### config.mk
export PLATFORM = sky130hd
export DESIGN_NAME = sign_template_color_score_core_flat
export DESIGN_NICKNAME = d
export VERILOG_FILES = /design/src/hw/rtl/stcs_pkg.sv /design/src/hw/rtl/stcs_if.sv /design/src/hw/rtl/stcs_ctrl.sv /design/src/hw/rtl/stcs_dp.sv /design/src/hw/rtl/sign_template_color_score_core.sv /design/src/flat_wrapper.sv
export SDC_FILE = /design/constraint.sdc
export NUM_CORES = 2
export LEC_CHECK = 0
export BUFFER_PORTS_ARGS = -buffer_cell sky130_fd_sc_hd__clkbuf_2
export CORE_ASPECT_RATIO = 0.6
export CORE_MARGIN = 3
export CORE_UTILIZATION = 55
export CTS_CLUSTER_SIZE = 30
export DETAILED_ROUTE_END_ITERATION = 6
export GPL_TIMING_DRIVEN = 0
export PLACE_DENSITY = 0.78
export SLEW_MARGIN = 10
export SYNTH_ARGS = -nofsm -noshare
export SYNTH_HDL_FRONTEND = slang
export SYNTH_SLANG_ARGS = --single-unit
### constraint.sdc
create_clock -name clk_i -period 8.6 [get_ports clk_i]
set_clock_uncertainty 0.1 [all_clocks]
set_input_delay 0.86 -clock clk_i [delete_from_list [all_inputs] [get_ports clk_i]]
set_output_delay 0.86 -clock clk_i [all_outputs]
set_load 0.02 [all_outputs]
### src/hw/rtl/stcs_pkg.sv
// ----------------------------------------------------------------------------
// stcs_pkg
// Shared types and constants for the sign template color score block.
// ----------------------------------------------------------------------------
package stcs_pkg;

  localparam int unsigned SumW    = 24;
  localparam int unsigned CntW    = 17;
  localparam int unsigned ScoreW  = 17;
  localparam int unsigned LabelW  = 16;
  localparam int unsigned LabelBits = 16;
  localparam int unsigned CfgIdxW = 2;
  localparam int unsigned CfgW    = 17;
  localparam int unsigned FracW   = 16;
  localparam int unsigned WSumW   = 20;

  localparam logic [ScoreW-1:0] OneQ16 = ScoreW'(65536);
  // floor(x / 10) == (x * RecipTen) >> RecipShift for every x below 2^20
  localparam logic [WSumW-1:0]  RecipTen   = WSumW'(838861);
  localparam int unsigned       RecipShift = 23;

  typedef enum logic [CfgIdxW-1:0] {
    CFG_THRESHOLD = 2'd0,
    CFG_SIGN_LABEL = 2'd1,
    CFG_OUTSIDE_LIMIT = 2'd2,
    CFG_MIN_PART = 2'd3
  } cfg_idx_e;

  typedef enum logic [1:0] {
    PART_RED   = 2'd0,
    PART_WHITE = 2'd1,
    PART_BLACK = 2'd2
  } part_e;

  typedef struct packed {
    logic  acc;
    logic  mul;
    logic  chk;
    logic  div_init;
    logic  div_step;
    logic  div_store;
    part_e part;
    logic  sum;
    logic  scale;
    logic  out_load;
  } stcs_cmd_t;

  typedef struct packed {
    logic reject;
  } stcs_status_t;

endpackage

### src/hw/rtl/stcs_if.sv
// ----------------------------------------------------------------------------
// stcs channel interfaces
// Valid/ready channels for warped pixels and for window scores.
// ----------------------------------------------------------------------------
interface stcs_pix_if;
  logic        valid;
  logic        ready;
  logic [7:0]  tmpl_red;
  logic [7:0]  tmpl_green;
  logic [7:0]  tmpl_blue;
  logic [15:0] pixel_label;
  logic        white_hit;
  logic        black_hit;
  logic        wide_black_hit;
  logic        last_pixel;

  modport source (
    output valid, tmpl_red, tmpl_green, tmpl_blue, pixel_label,
           white_hit, black_hit, wide_black_hit, last_pixel,
    input  ready
  );
  modport sink (
    input  valid, tmpl_red, tmpl_green, tmpl_blue, pixel_label,
           white_hit, black_hit, wide_black_hit, last_pixel,
    output ready
  );
endinterface

interface stcs_res_if;
  logic        valid;
  logic        ready;
  logic [16:0] match_score;
  logic        rejected;

  modport source (output valid, match_score, rejected, input ready);
  modport sink (input valid, match_score, rejected, output ready);
endinterface

### src/hw/rtl/stcs_ctrl.sv
// ----------------------------------------------------------------------------
// stcs_ctrl
// Window sequencer: accumulation, reject check, shared divider steps and
// result hand-off.
// ----------------------------------------------------------------------------
module stcs_ctrl
  import stcs_pkg::*;
(
  input  logic         clk_i,
  input  logic         rst_ni,
  input  logic         in_valid_i,
  input  logic         in_last_i,
  output logic         in_ready_o,
  input  logic         out_ready_i,
  output logic         out_valid_o,
  input  stcs_status_t status_i,
  output stcs_cmd_t    cmd_o
);

  typedef enum logic [3:0] {
    S_ACC, S_MUL, S_CHK, S_DINIT, S_DSTEP, S_DSTORE, S_SUM, S_SCALE, S_OUT
  } state_e;

  state_e        state_q, state_d;
  part_e         part_q, part_d;
  logic [3:0]    cnt_q, cnt_d;
  logic          out_valid_q, out_valid_d;

  always_comb begin
    state_d     = state_q;
    part_d      = part_q;
    cnt_d       = cnt_q;
    in_ready_o  = 1'b0;
    cmd_o       = '0;
    cmd_o.part  = part_q;
    out_valid_d = out_valid_q && !out_ready_i;
    case (state_q)
      S_ACC: begin
        in_ready_o = 1'b1;
        cmd_o.acc  = in_valid_i;
        if (in_valid_i && in_last_i) begin
          state_d = S_MUL;
        end
      end
      S_MUL: begin
        cmd_o.mul = 1'b1;
        state_d   = S_CHK;
      end
      S_CHK: begin
        cmd_o.chk = 1'b1;
        part_d    = PART_RED;
        state_d   = status_i.reject ? S_OUT : S_DINIT;
      end
      S_DINIT: begin
        cmd_o.div_init = 1'b1;
        cnt_d          = '0;
        state_d        = S_DSTEP;
      end
      S_DSTEP: begin
        cmd_o.div_step = 1'b1;
        cnt_d          = cnt_q + 4'd1;
        if (cnt_q == 4'd15) begin
          state_d = S_DSTORE;
        end
      end
      S_DSTORE: begin
        cmd_o.div_store = 1'b1;
        if (part_q == PART_BLACK) begin
          state_d = S_SUM;
        end else begin
          part_d  = part_e'(part_q + 2'd1);
          state_d = S_DINIT;
        end
      end
      S_SUM: begin
        cmd_o.sum = 1'b1;
        state_d   = S_SCALE;
      end
      S_SCALE: begin
        cmd_o.scale = 1'b1;
        state_d     = S_OUT;
      end
      S_OUT: begin
        // wait until the output register is free or being drained
        if (!out_valid_q || out_ready_i) begin
          cmd_o.out_load = 1'b1;
          out_valid_d    = 1'b1;
          state_d        = S_ACC;
        end
      end
      default: begin
        state_d = S_ACC;
      end
    endcase
  end

  always_ff @(posedge clk_i or negedge rst_ni) begin
    if (!rst_ni) begin
      state_q     <= S_ACC;
      part_q      <= PART_RED;
      cnt_q       <= '0;
      out_valid_q <= 1'b0;
    end else begin
      state_q     <= state_d;
      part_q      <= part_d;
      cnt_q       <= cnt_d;
      out_valid_q <= out_valid_d;
    end
  end

  assign out_valid_o = out_valid_q;

endmodule

### src/hw/rtl/stcs_dp.sv
// ----------------------------------------------------------------------------
// stcs_dp
// Datapath: configuration registers, per-pixel sums, reject check, shared
// bit-serial divider and final weighting.
// ----------------------------------------------------------------------------
module stcs_dp
  import stcs_pkg::*;
(
  input  logic               clk_i,
  input  logic               rst_ni,
  input  logic               cfg_we_i,
  input  logic [CfgIdxW-1:0] cfg_idx_i,
  input  logic [CfgW-1:0]    cfg_wdata_i,
  input  logic [7:0]         tmpl_red_i,
  input  logic [7:0]         tmpl_green_i,
  input  logic [7:0]         tmpl_blue_i,
  input  logic [LabelW-1:0]  pixel_label_i,
  input  logic               white_hit_i,
  input  logic               black_hit_i,
  input  logic               wide_black_hit_i,
  input  stcs_cmd_t          cmd_i,
  output stcs_status_t       status_o,
  output logic [ScoreW-1:0]  match_score_o,
  output logic               rejected_o
);

  // configuration
  logic [7:0]        thresh_q;
  logic [LabelW-1:0] sign_label_q;
  logic [10:0]       outside_limit_q;
  logic [CfgW-1:0]   min_part_q;

  always_ff @(posedge clk_i or negedge rst_ni) begin
    if (!rst_ni) begin
      thresh_q        <= 8'd128;
      sign_label_q    <= LabelW'(1);
      outside_limit_q <= 11'd256;
      min_part_q      <= CfgW'(32768);
    end else if (cfg_we_i) begin
      case (cfg_idx_e'(cfg_idx_i))
        CFG_THRESHOLD:     thresh_q        <= cfg_wdata_i[7:0];
        CFG_SIGN_LABEL:    sign_label_q    <= cfg_wdata_i[LabelW-1:0];
        CFG_OUTSIDE_LIMIT: outside_limit_q <= cfg_wdata_i[10:0];
        CFG_MIN_PART:      min_part_q      <= cfg_wdata_i;
        default: ;
      endcase
    end
  end

  // per-pixel classification
  logic [7:0] r, g, b, t;
  logic       is_red, outside, is_white, is_black;
  logic [8:0] gb_sum;
  logic [7:0] half, rw, mn, mx, bw, mn_rg, mx_rg;

  assign r = tmpl_red_i;
  assign g = tmpl_green_i;
  assign b = tmpl_blue_i;
  assign t = thresh_q;
  assign is_red   = pixel_label_i[LabelBits-1:0] == sign_label_q[LabelBits-1:0];
  assign outside  = (g > t) && (r < t) && (b < t);
  assign is_white = (r > t) && (g > t) && (b > t);
  assign is_black = (r < t) && (g < t) && (b < t);
  assign gb_sum   = {1'b0, g} + {1'b0, b};
  assign half     = gb_sum[8:1];
  assign rw       = (r > half) ? (r - half) : 8'd0;
  assign mn_rg    = (r < g) ? r : g;
  assign mn       = (b < mn_rg) ? b : mn_rg;
  assign mx_rg    = (r > g) ? r : g;
  assign mx       = (b > mx_rg) ? b : mx_rg;
  assign bw       = 8'd255 - mx;

  function automatic logic [SumW-1:0] sat_sum(input logic [SumW-1:0] a,
                                              input logic [7:0] v);
    logic [SumW:0] s;
    s = {1'b0, a} + (SumW+1)'(v);
    return s[SumW] ? {SumW{1'b1}} : s[SumW-1:0];
  endfunction

  function automatic logic [CntW-1:0] sat_inc(input logic [CntW-1:0] a);
    return (&a) ? a : a + CntW'(1);
  endfunction

  logic [SumW-1:0] red_w_q, red_m_q, white_w_q, white_m_q;
  logic [SumW-1:0] black_w_q, thin_m_q, thick_m_q;
  logic [CntW-1:0] out_cnt_q, out_red_q;

  always_ff @(posedge clk_i or negedge rst_ni) begin
    if (!rst_ni) begin
      red_w_q   <= '0;
      red_m_q   <= '0;
      white_w_q <= '0;
      white_m_q <= '0;
      black_w_q <= '0;
      thin_m_q  <= '0;
      thick_m_q <= '0;
      out_cnt_q <= '0;
      out_red_q <= '0;
    end else if (cmd_i.out_load) begin
      red_w_q   <= '0;
      red_m_q   <= '0;
      white_w_q <= '0;
      white_m_q <= '0;
      black_w_q <= '0;
      thin_m_q  <= '0;
      thick_m_q <= '0;
      out_cnt_q <= '0;
      out_red_q <= '0;
    end else if (cmd_i.acc) begin
      if (outside) begin
        out_cnt_q <= sat_inc(out_cnt_q);
        if (is_red) out_red_q <= sat_inc(out_red_q);
      end else begin
        red_w_q <= sat_sum(red_w_q, rw);
        if (is_red) red_m_q <= sat_sum(red_m_q, rw);
        if (is_white) begin
          white_w_q <= sat_sum(white_w_q, mn);
          if (!is_red && white_hit_i) white_m_q <= sat_sum(white_m_q, mn);
        end
        if (is_black) begin
          black_w_q <= sat_sum(black_w_q, bw);
          if (!is_red && black_hit_i) thin_m_q  <= sat_sum(thin_m_q, bw);
          if (!is_red && wide_black_hit_i) thick_m_q <= sat_sum(thick_m_q, bw);
        end
      end
    end
  end

  // outside-red check: red_count * 1024 against limit * count
  logic [CntW+10:0] rhs_q;
  logic [CntW+10:0] lhs;
  logic             rej_q;

  assign lhs = {1'b0, out_red_q, 10'd0};
  assign status_o.reject = (red_w_q == '0) || (white_w_q == '0) ||
                           (black_w_q == '0) || (lhs > rhs_q);

  always_ff @(posedge clk_i) begin
    if (cmd_i.mul) rhs_q <= (CntW+11)'(outside_limit_q) * (CntW+11)'(out_cnt_q);
    if (cmd_i.chk) rej_q <= status_o.reject;
  end

  // shared restoring divider, one quotient bit per cycle
  logic [SumW-1:0]   div_m, div_w, black_m;
  logic [SumW-1:0]   rem_q;
  logic [FracW-1:0]  quo_q;
  logic              sat_q;
  logic [SumW:0]     rem2;
  logic [SumW:0]     rem_sub;
  logic [ScoreW-1:0] parts_q [3];

  assign black_m = (thin_m_q > thick_m_q) ? thin_m_q : thick_m_q;

  always_comb begin
    case (cmd_i.part)
      PART_RED: begin
        div_m = red_m_q;
        div_w = red_w_q;
      end
      PART_WHITE: begin
        div_m = white_m_q;
        div_w = white_w_q;
      end
      PART_BLACK: begin
        div_m = black_m;
        div_w = black_w_q;
      end
      default: begin
        div_m = red_m_q;
        div_w = red_w_q;
      end
    endcase
  end

  assign rem2    = {rem_q, 1'b0};
  assign rem_sub = rem2 - {1'b0, div_w};

  always_ff @(posedge clk_i) begin
    if (cmd_i.div_init) begin
      // match at or above weight gives a capped part of 1.0
      sat_q <= div_m >= div_w;
      rem_q <= div_m;
      quo_q <= '0;
    end else if (cmd_i.div_step) begin
      if (!rem_sub[SumW]) begin
        rem_q <= rem_sub[SumW-1:0];
        quo_q <= {quo_q[FracW-2:0], 1'b1};
      end else begin
        rem_q <= rem2[SumW-1:0];
        quo_q <= {quo_q[FracW-2:0], 1'b0};
      end
    end
    if (cmd_i.div_store) begin
      parts_q[cmd_i.part] <= sat_q ? OneQ16 : {1'b0, quo_q};
    end
  end

  // weighting
  logic [ScoreW-1:0]     pr, pw, pb, pmin_rw, pmin;
  logic                  part_low;
  logic [WSumW-1:0]      wsum;
  logic [WSumW-1:0]      wsum_q;
  logic                  part_low_q;
  logic [ScoreW-1:0]     pmin_q;
  logic [2*WSumW-1:0]    prod;
  logic [ScoreW-1:0]     scaled_q;
  logic [ScoreW-1:0]     scaled_cap;

  assign pr       = parts_q[PART_RED];
  assign pw       = parts_q[PART_WHITE];
  assign pb       = parts_q[PART_BLACK];
  assign part_low = (pr < min_part_q) || (pw < min_part_q) || (pb < min_part_q);
  assign pmin_rw  = (pr < pw) ? pr : pw;
  assign pmin     = (pb < pmin_rw) ? pb : pmin_rw;
  assign wsum     = WSumW'(pr) * WSumW'(3) + WSumW'(pw) * WSumW'(3) +
                    WSumW'(pb) * WSumW'(4) + WSumW'(5);
  assign prod     = (2*WSumW)'(wsum_q) * (2*WSumW)'(RecipTen);
  assign scaled_cap = (scaled_q > OneQ16) ? OneQ16 : scaled_q;

  always_ff @(posedge clk_i) begin
    if (cmd_i.sum) begin
      wsum_q     <= wsum;
      part_low_q <= part_low;
      pmin_q     <= pmin;
    end
    if (cmd_i.scale) begin
      scaled_q <= prod[RecipShift+ScoreW-1:RecipShift];
    end
  end

  // result register
  logic [ScoreW-1:0] score_q;
  logic              rejected_q;

  always_ff @(posedge clk_i) begin
    if (cmd_i.out_load) begin
      rejected_q <= rej_q;
      score_q    <= rej_q ? '0 : (part_low_q ? pmin_q : scaled_cap);
    end
  end

  assign match_score_o = score_q;
  assign rejected_o    = rejected_q;

endmodule

### src/hw/rtl/sign_template_color_score_core.sv
// ----------------------------------------------------------------------------
// sign_template_color_score_core
// Scores how well a warped scene window matches a sign color template.
// ----------------------------------------------------------------------------
// Pixels of a window are taken one per clock and summed into saturating red,
// white and black weight and match sums plus outside-pixel counts. After the
// pixel flagged last, input is held off for the scoring pass: the outside-red
// check, then an init, the quotient steps and a store for each part (red,
// white, black) on one shared divider that makes a quotient bit per cycle,
// then weight, scale and load the result before the score is offered. A
// rejected window skips the divider and goes from the check to the load.
// The next window may start while the previous score waits to be taken.
module sign_template_color_score_core
  import stcs_pkg::*;
(
  input  logic               clk_i,
  input  logic               rst_ni,
  input  logic               cfg_we_i,
  input  logic [CfgIdxW-1:0] cfg_idx_i,
  input  logic [CfgW-1:0]    cfg_wdata_i,
  stcs_pix_if.sink           pix_i,
  stcs_res_if.source         res_o
);

  stcs_cmd_t    cmd;
  stcs_status_t status;

  stcs_ctrl u_ctrl (
    .clk_i       (clk_i),
    .rst_ni      (rst_ni),
    .in_valid_i  (pix_i.valid),
    .in_last_i   (pix_i.last_pixel),
    .in_ready_o  (pix_i.ready),
    .out_ready_i (res_o.ready),
    .out_valid_o (res_o.valid),
    .status_i    (status),
    .cmd_o       (cmd)
  );

  stcs_dp u_dp (
    .clk_i            (clk_i),
    .rst_ni           (rst_ni),
    .cfg_we_i         (cfg_we_i),
    .cfg_idx_i        (cfg_idx_i),
    .cfg_wdata_i      (cfg_wdata_i),
    .tmpl_red_i       (pix_i.tmpl_red),
    .tmpl_green_i     (pix_i.tmpl_green),
    .tmpl_blue_i      (pix_i.tmpl_blue),
    .pixel_label_i    (pix_i.pixel_label),
    .white_hit_i      (pix_i.white_hit),
    .black_hit_i      (pix_i.black_hit),
    .wide_black_hit_i (pix_i.wide_black_hit),
    .cmd_i            (cmd),
    .status_o         (status),
    .match_score_o    (res_o.match_score),
    .rejected_o       (res_o.rejected)
  );

endmodule
### src/flat_wrapper.sv
// flat-port wrapper written by rule: the top's interface ports become plain ports
module sign_template_color_score_core_flat import stcs_pkg::*;
  (clk_i, rst_ni, cfg_we_i, cfg_idx_i, cfg_wdata_i, pix_i_valid, pix_i_tmpl_red, pix_i_tmpl_green, pix_i_tmpl_blue, pix_i_pixel_label, pix_i_white_hit, pix_i_black_hit, pix_i_wide_black_hit, pix_i_last_pixel, pix_i_ready, res_o_valid, res_o_match_score, res_o_rejected, res_o_ready);
  stcs_pix_if pix_i_i ();
  stcs_res_if res_o_i ();
  input  logic clk_i;
  input  logic rst_ni;
  input  logic cfg_we_i;
  input  logic [CfgIdxW-1:0] cfg_idx_i;
  input  logic [CfgW-1:0] cfg_wdata_i;
  input wire logic [$bits(pix_i_i.valid)-1:0] pix_i_valid;
  input wire logic [$bits(pix_i_i.tmpl_red)-1:0] pix_i_tmpl_red;
  input wire logic [$bits(pix_i_i.tmpl_green)-1:0] pix_i_tmpl_green;
  input wire logic [$bits(pix_i_i.tmpl_blue)-1:0] pix_i_tmpl_blue;
  input wire logic [$bits(pix_i_i.pixel_label)-1:0] pix_i_pixel_label;
  input wire logic [$bits(pix_i_i.white_hit)-1:0] pix_i_white_hit;
  input wire logic [$bits(pix_i_i.black_hit)-1:0] pix_i_black_hit;
  input wire logic [$bits(pix_i_i.wide_black_hit)-1:0] pix_i_wide_black_hit;
  input wire logic [$bits(pix_i_i.last_pixel)-1:0] pix_i_last_pixel;
  output wire logic [$bits(pix_i_i.ready)-1:0] pix_i_ready;
  output wire logic [$bits(res_o_i.valid)-1:0] res_o_valid;
  output wire logic [$bits(res_o_i.match_score)-1:0] res_o_match_score;
  output wire logic [$bits(res_o_i.rejected)-1:0] res_o_rejected;
  input wire logic [$bits(res_o_i.ready)-1:0] res_o_ready;
  assign pix_i_i.valid = pix_i_valid;
  assign pix_i_i.tmpl_red = pix_i_tmpl_red;
  assign pix_i_i.tmpl_green = pix_i_tmpl_green;
  assign pix_i_i.tmpl_blue = pix_i_tmpl_blue;
  assign pix_i_i.pixel_label = pix_i_pixel_label;
  assign pix_i_i.white_hit = pix_i_white_hit;
  assign pix_i_i.black_hit = pix_i_black_hit;
  assign pix_i_i.wide_black_hit = pix_i_wide_black_hit;
  assign pix_i_i.last_pixel = pix_i_last_pixel;
  assign pix_i_ready = pix_i_i.ready;
  assign res_o_valid = res_o_i.valid;
  assign res_o_match_score = res_o_i.match_score;
  assign res_o_rejected = res_o_i.rejected;
  assign res_o_i.ready = res_o_ready;
  sign_template_color_score_core u_core (.clk_i(clk_i), .rst_ni(rst_ni), .cfg_we_i(cfg_we_i), .cfg_idx_i(cfg_idx_i), .cfg_wdata_i(cfg_wdata_i), .pix_i(pix_i_i), .res_o(res_o_i));
endmodule
==> flow_metrics.py <==
metrics = {
    "synthesis": {
        "async_reset_ff_frac": 0.5773,
        "synthSimpleGateAreaFrac": 0.1298,
        "synth-main-ff-cell": "dfrtp_1",
        "syn_inst": 4600,
        "syn_nets": 5568,
        "synthTopCellsByArea": "ha_1, fa_1, dfrtp_1, edfxtp_1, inv_1",
        "ys_warn_count": 0,
        "synth_seq_cells": 459,
        "synth_edf_count": 178,
        "yosysSeqAreaShare": 0.2776,
        "netlist.area_leader.share": 0.1612,
        "syn_area_um2": 44320,
        "synth_compound_area_frac": 0.1461,
        "synth.avg_cell_area_um2": 9.634,
        "yosys.area_share.adder": 0.3127,
        "synth_top_family_by_area": "adder cells",
        "ys_types": 95,
        "synth_xor_area_frac": 0.03281,
        "synth_top_area_cell": "ha_1",
        "synth_mux_area_frac": 0.03690,
    },
    "setup_path": {
        "crit_slowest_cell": "a311oi_1",
        "path_common_cell": "ha_1",
        "critPathMaxStageDelay_ns": 0.76,
        "arrival_ns": 8.54,
        "worstSetupPathType": "input pin to flip-flop",
        "cp-start-kind": "input pin",
        "worst-path-max-fanout": 10,
        "critPathCaptureType": "flip-flop",
        "required_ns": 8.98,
    },
    "power": {
        "combPwrFrac": 0.654,
        "p_per_area_nw_per_um2": 340.6,
        "ir_worst_vdd_uv": 492.3,
        "power_leakage_nw": 22.70,
        "intPower_mw": 8.484,
        "pwr-share-clk": 0.138,
        "power.switching_mw": 7.834,
        "pwr-share-seq": 0.207,
        "switching_share": 0.4801,
    },
    "timing": {
        "finalCritPeriodShare": 0.9490,
        "drv_slew": 0,
        "max_slew_margin": 0.09205,
        "finalHoldViolations": 0,
        "worst_pin_slew_ns": 1.362,
        "fin_crit_ns": 8.162,
        "setup_viol": 0,
        "hold_slack_ns": 0.1867,
        "fmax_mhz": 122.5,
        "final.setup.tns_ns": 0,
        "rsz0062_at_grt": "no",
    },
    "routing": {
        "drtIter0Drc": 4297,
        "drt_wl_total_um": 136900,
        "dr.pass1.iters": 6,
        "ant_nets": 0,
        "vias": 36142,
        "vias_per_cell": 6.193,
        "drc": 0,
        "routedWlPerCell_um": 23.45,
    },
    "clocking": {
        "cts_sinks": 459,
        "post-cts-setup-buffers": 0,
        "insertion_delay_ns": 0.64,
        "cts_buffers": 47,
        "htreeDepth": 2,
        "clockRootBuffer": "clkbuf_16",
        "cts_resized": 0,
        "clockBufferDepth": 3,
        "holdBufCountCts": 0,
        "cts.clk_slew.worst_paths_ns": 0.07,
        "cts_tree": "done",
    },
    "layout": {
        "layout_commonest_cell": "inv_1",
        "final_cell_mix": "inv_1, ha_1, fa_1",
        "nNetsFinal": 5711,
        "syn_to_final_growth_pct": 8.103,
        "num-fill-cells": 6613,
        "final_cells": 5836,
        "drive_gt1_frac": 0.06336,
    },
    "place": {
        "gp_congestion": 1.009,
        "hpwl_um": 110400,
        "placed_cells": 5747,
        "placement.io_buffers": 87,
    },
    "die": {
        "design.core.area_um2": 78680,
        "core.rowCount": 79,
        "die_w_um": 372.5,
        "io_pins": 88,
        "dieArea_um2": 84130,
        "die_h_um": 225.9,
        "initial_utilization": 0.5632,
    },
    "grt": {
        "grt_overflow": 0,
        "grt_pass1_wl_um": 208300,
        "antenna_found_initial": 3,
        "grt_max_degree": 95,
        "grt_pass1_vias": 34440,
        "track_usage": 0.3256,
    },
    "run": {
        "maxCapViolations": 0,
    },
    "outcome": {
        "status": "finished, final reports clean",
    },
    "min_path": {
        "worstHoldPathType": "input pin to async pin",
    },
}
==> area by class of cell <==
class,instances,area (um^2),area share
inverters,604,2267,0.04733
flip-flops and latches,459,12300,0.2568
clock inverters,18,187.7,0.003918
diodes,1,2.502,0.00005224
multi-input cells,3387,29200,0.6096
repair buffers,94,556.8,0.01162
clock buffers,70,1491,0.03113
well taps,1053,1318,0.02750
plain buffers,150,578.1,0.01207
==> power groups by stage <==
| stage | logic, mW | registers (mW) | clock network (mW) |
|---|---|---|---|
| final | 10.7 | 3.38 | 2.26 |
| after global routing | 11.8 | 3.42 | 2.36 |
| after CTS | 10.4 | 3.36 | 2.28 |
| after detailed placement | 10.2 | 3.40 | 0 |
| after global placement | 9.85 | 3.39 | 0 |
| after floorplan | 7.38 | 3.24 | 0 |
==> sequential cells by signal, indices dropped and copies added (netlist names), 20 cells and up <==
name,flops
u_core.u_dp.black_w_q,24
u_core.u_dp.parts_q,51
u_core.u_dp.red_m_q,24
u_core.u_dp.red_w_q,24
u_core.u_dp.rem_q,24
u_core.u_dp.rhs_q,28
u_core.u_dp.thick_m_q,24
u_core.u_dp.thin_m_q,24
u_core.u_dp.white_m_q,24
u_core.u_dp.white_w_q,24
u_core.u_dp.wsum_q,20
==> critical path, delay by kind of cell <==
kind | cells | cell delay, ns
AOI/OAI and AO/OA | 10 | 3.33
adders and majority gates | 4 | 1.19
buffers and inverters | 4 | 1.03
muxes | 2 | 0.72
and+or+nand+nor | 8 | 1.40
==> worst paths after layout <==
check                                           start                      endpoint  slack, ns  cells past startpoint
worst max-delay path              pix_i_tmpl_green[7]     u_core.u_dp.black_w_q[21]       0.44                     28
worst min-delay path                           rst_ni     u_core.u_dp.thick_m_q[13]       0.19                      1
worst max register to register  u_core.u_dp.wsum_q[8]      u_core.u_dp.scaled_q[16]       0.54                     26
worst min register to register  u_core.u_dp.quo_q[15]         u_core.u_dp.quo_q[15]       0.39                      1
max in group asynchronous                      rst_ni        u_core.u_dp.red_w_q[3]       7.14                      2
min in group clk_i                    cfg_wdata_i[12]  u_core.u_dp.sign_label_q[12]       0.38                      2
==> stage by stage <==
stage               worst slack [ns]  instance area, um^2  utilization  power (mW)
floorplan                      1.531                44320            -       10.62
global placement              0.1318                46070       0.5855       13.24
detailed placement            0.1321                46220       0.5875       13.61
CTS                           0.6548                47900       0.6088       16.06
global route                 0.04124                47900       0.6088       17.62
finish                        0.4384                47910       0.6089       16.32
==> cells in the mapped netlist (100+ instances only) <==
cell type	number
nor2_1	329
clkbuf_1	133
dfrtp_1	261
fa_1	329
ha_1	571
a21o_1	101
and2_1	100
xnor2_1	104
inv_1	602
a21oi_1	300
o21ai_0	151
edfxtp_1	178
nand2_1	266
==> routing by layer <==
metal	track usage	share of wire
met3	0.1621	0.17
met4	0.05073	0.015
met5	0.02206	0.0020
met2	0.3966	0.36
met1	0.5085	0.46
==> kinds of logic after synthesis <==
family / count (synthesis)
adders and majority gates: 912
buffers and inverters: 754
xor gates and xnor gates: 166
AOI/OAI and AO/OA: 979
DFF: 459
and+or+nand+nor: 1175
muxes: 155
Power figures use the tool's default switching activity.
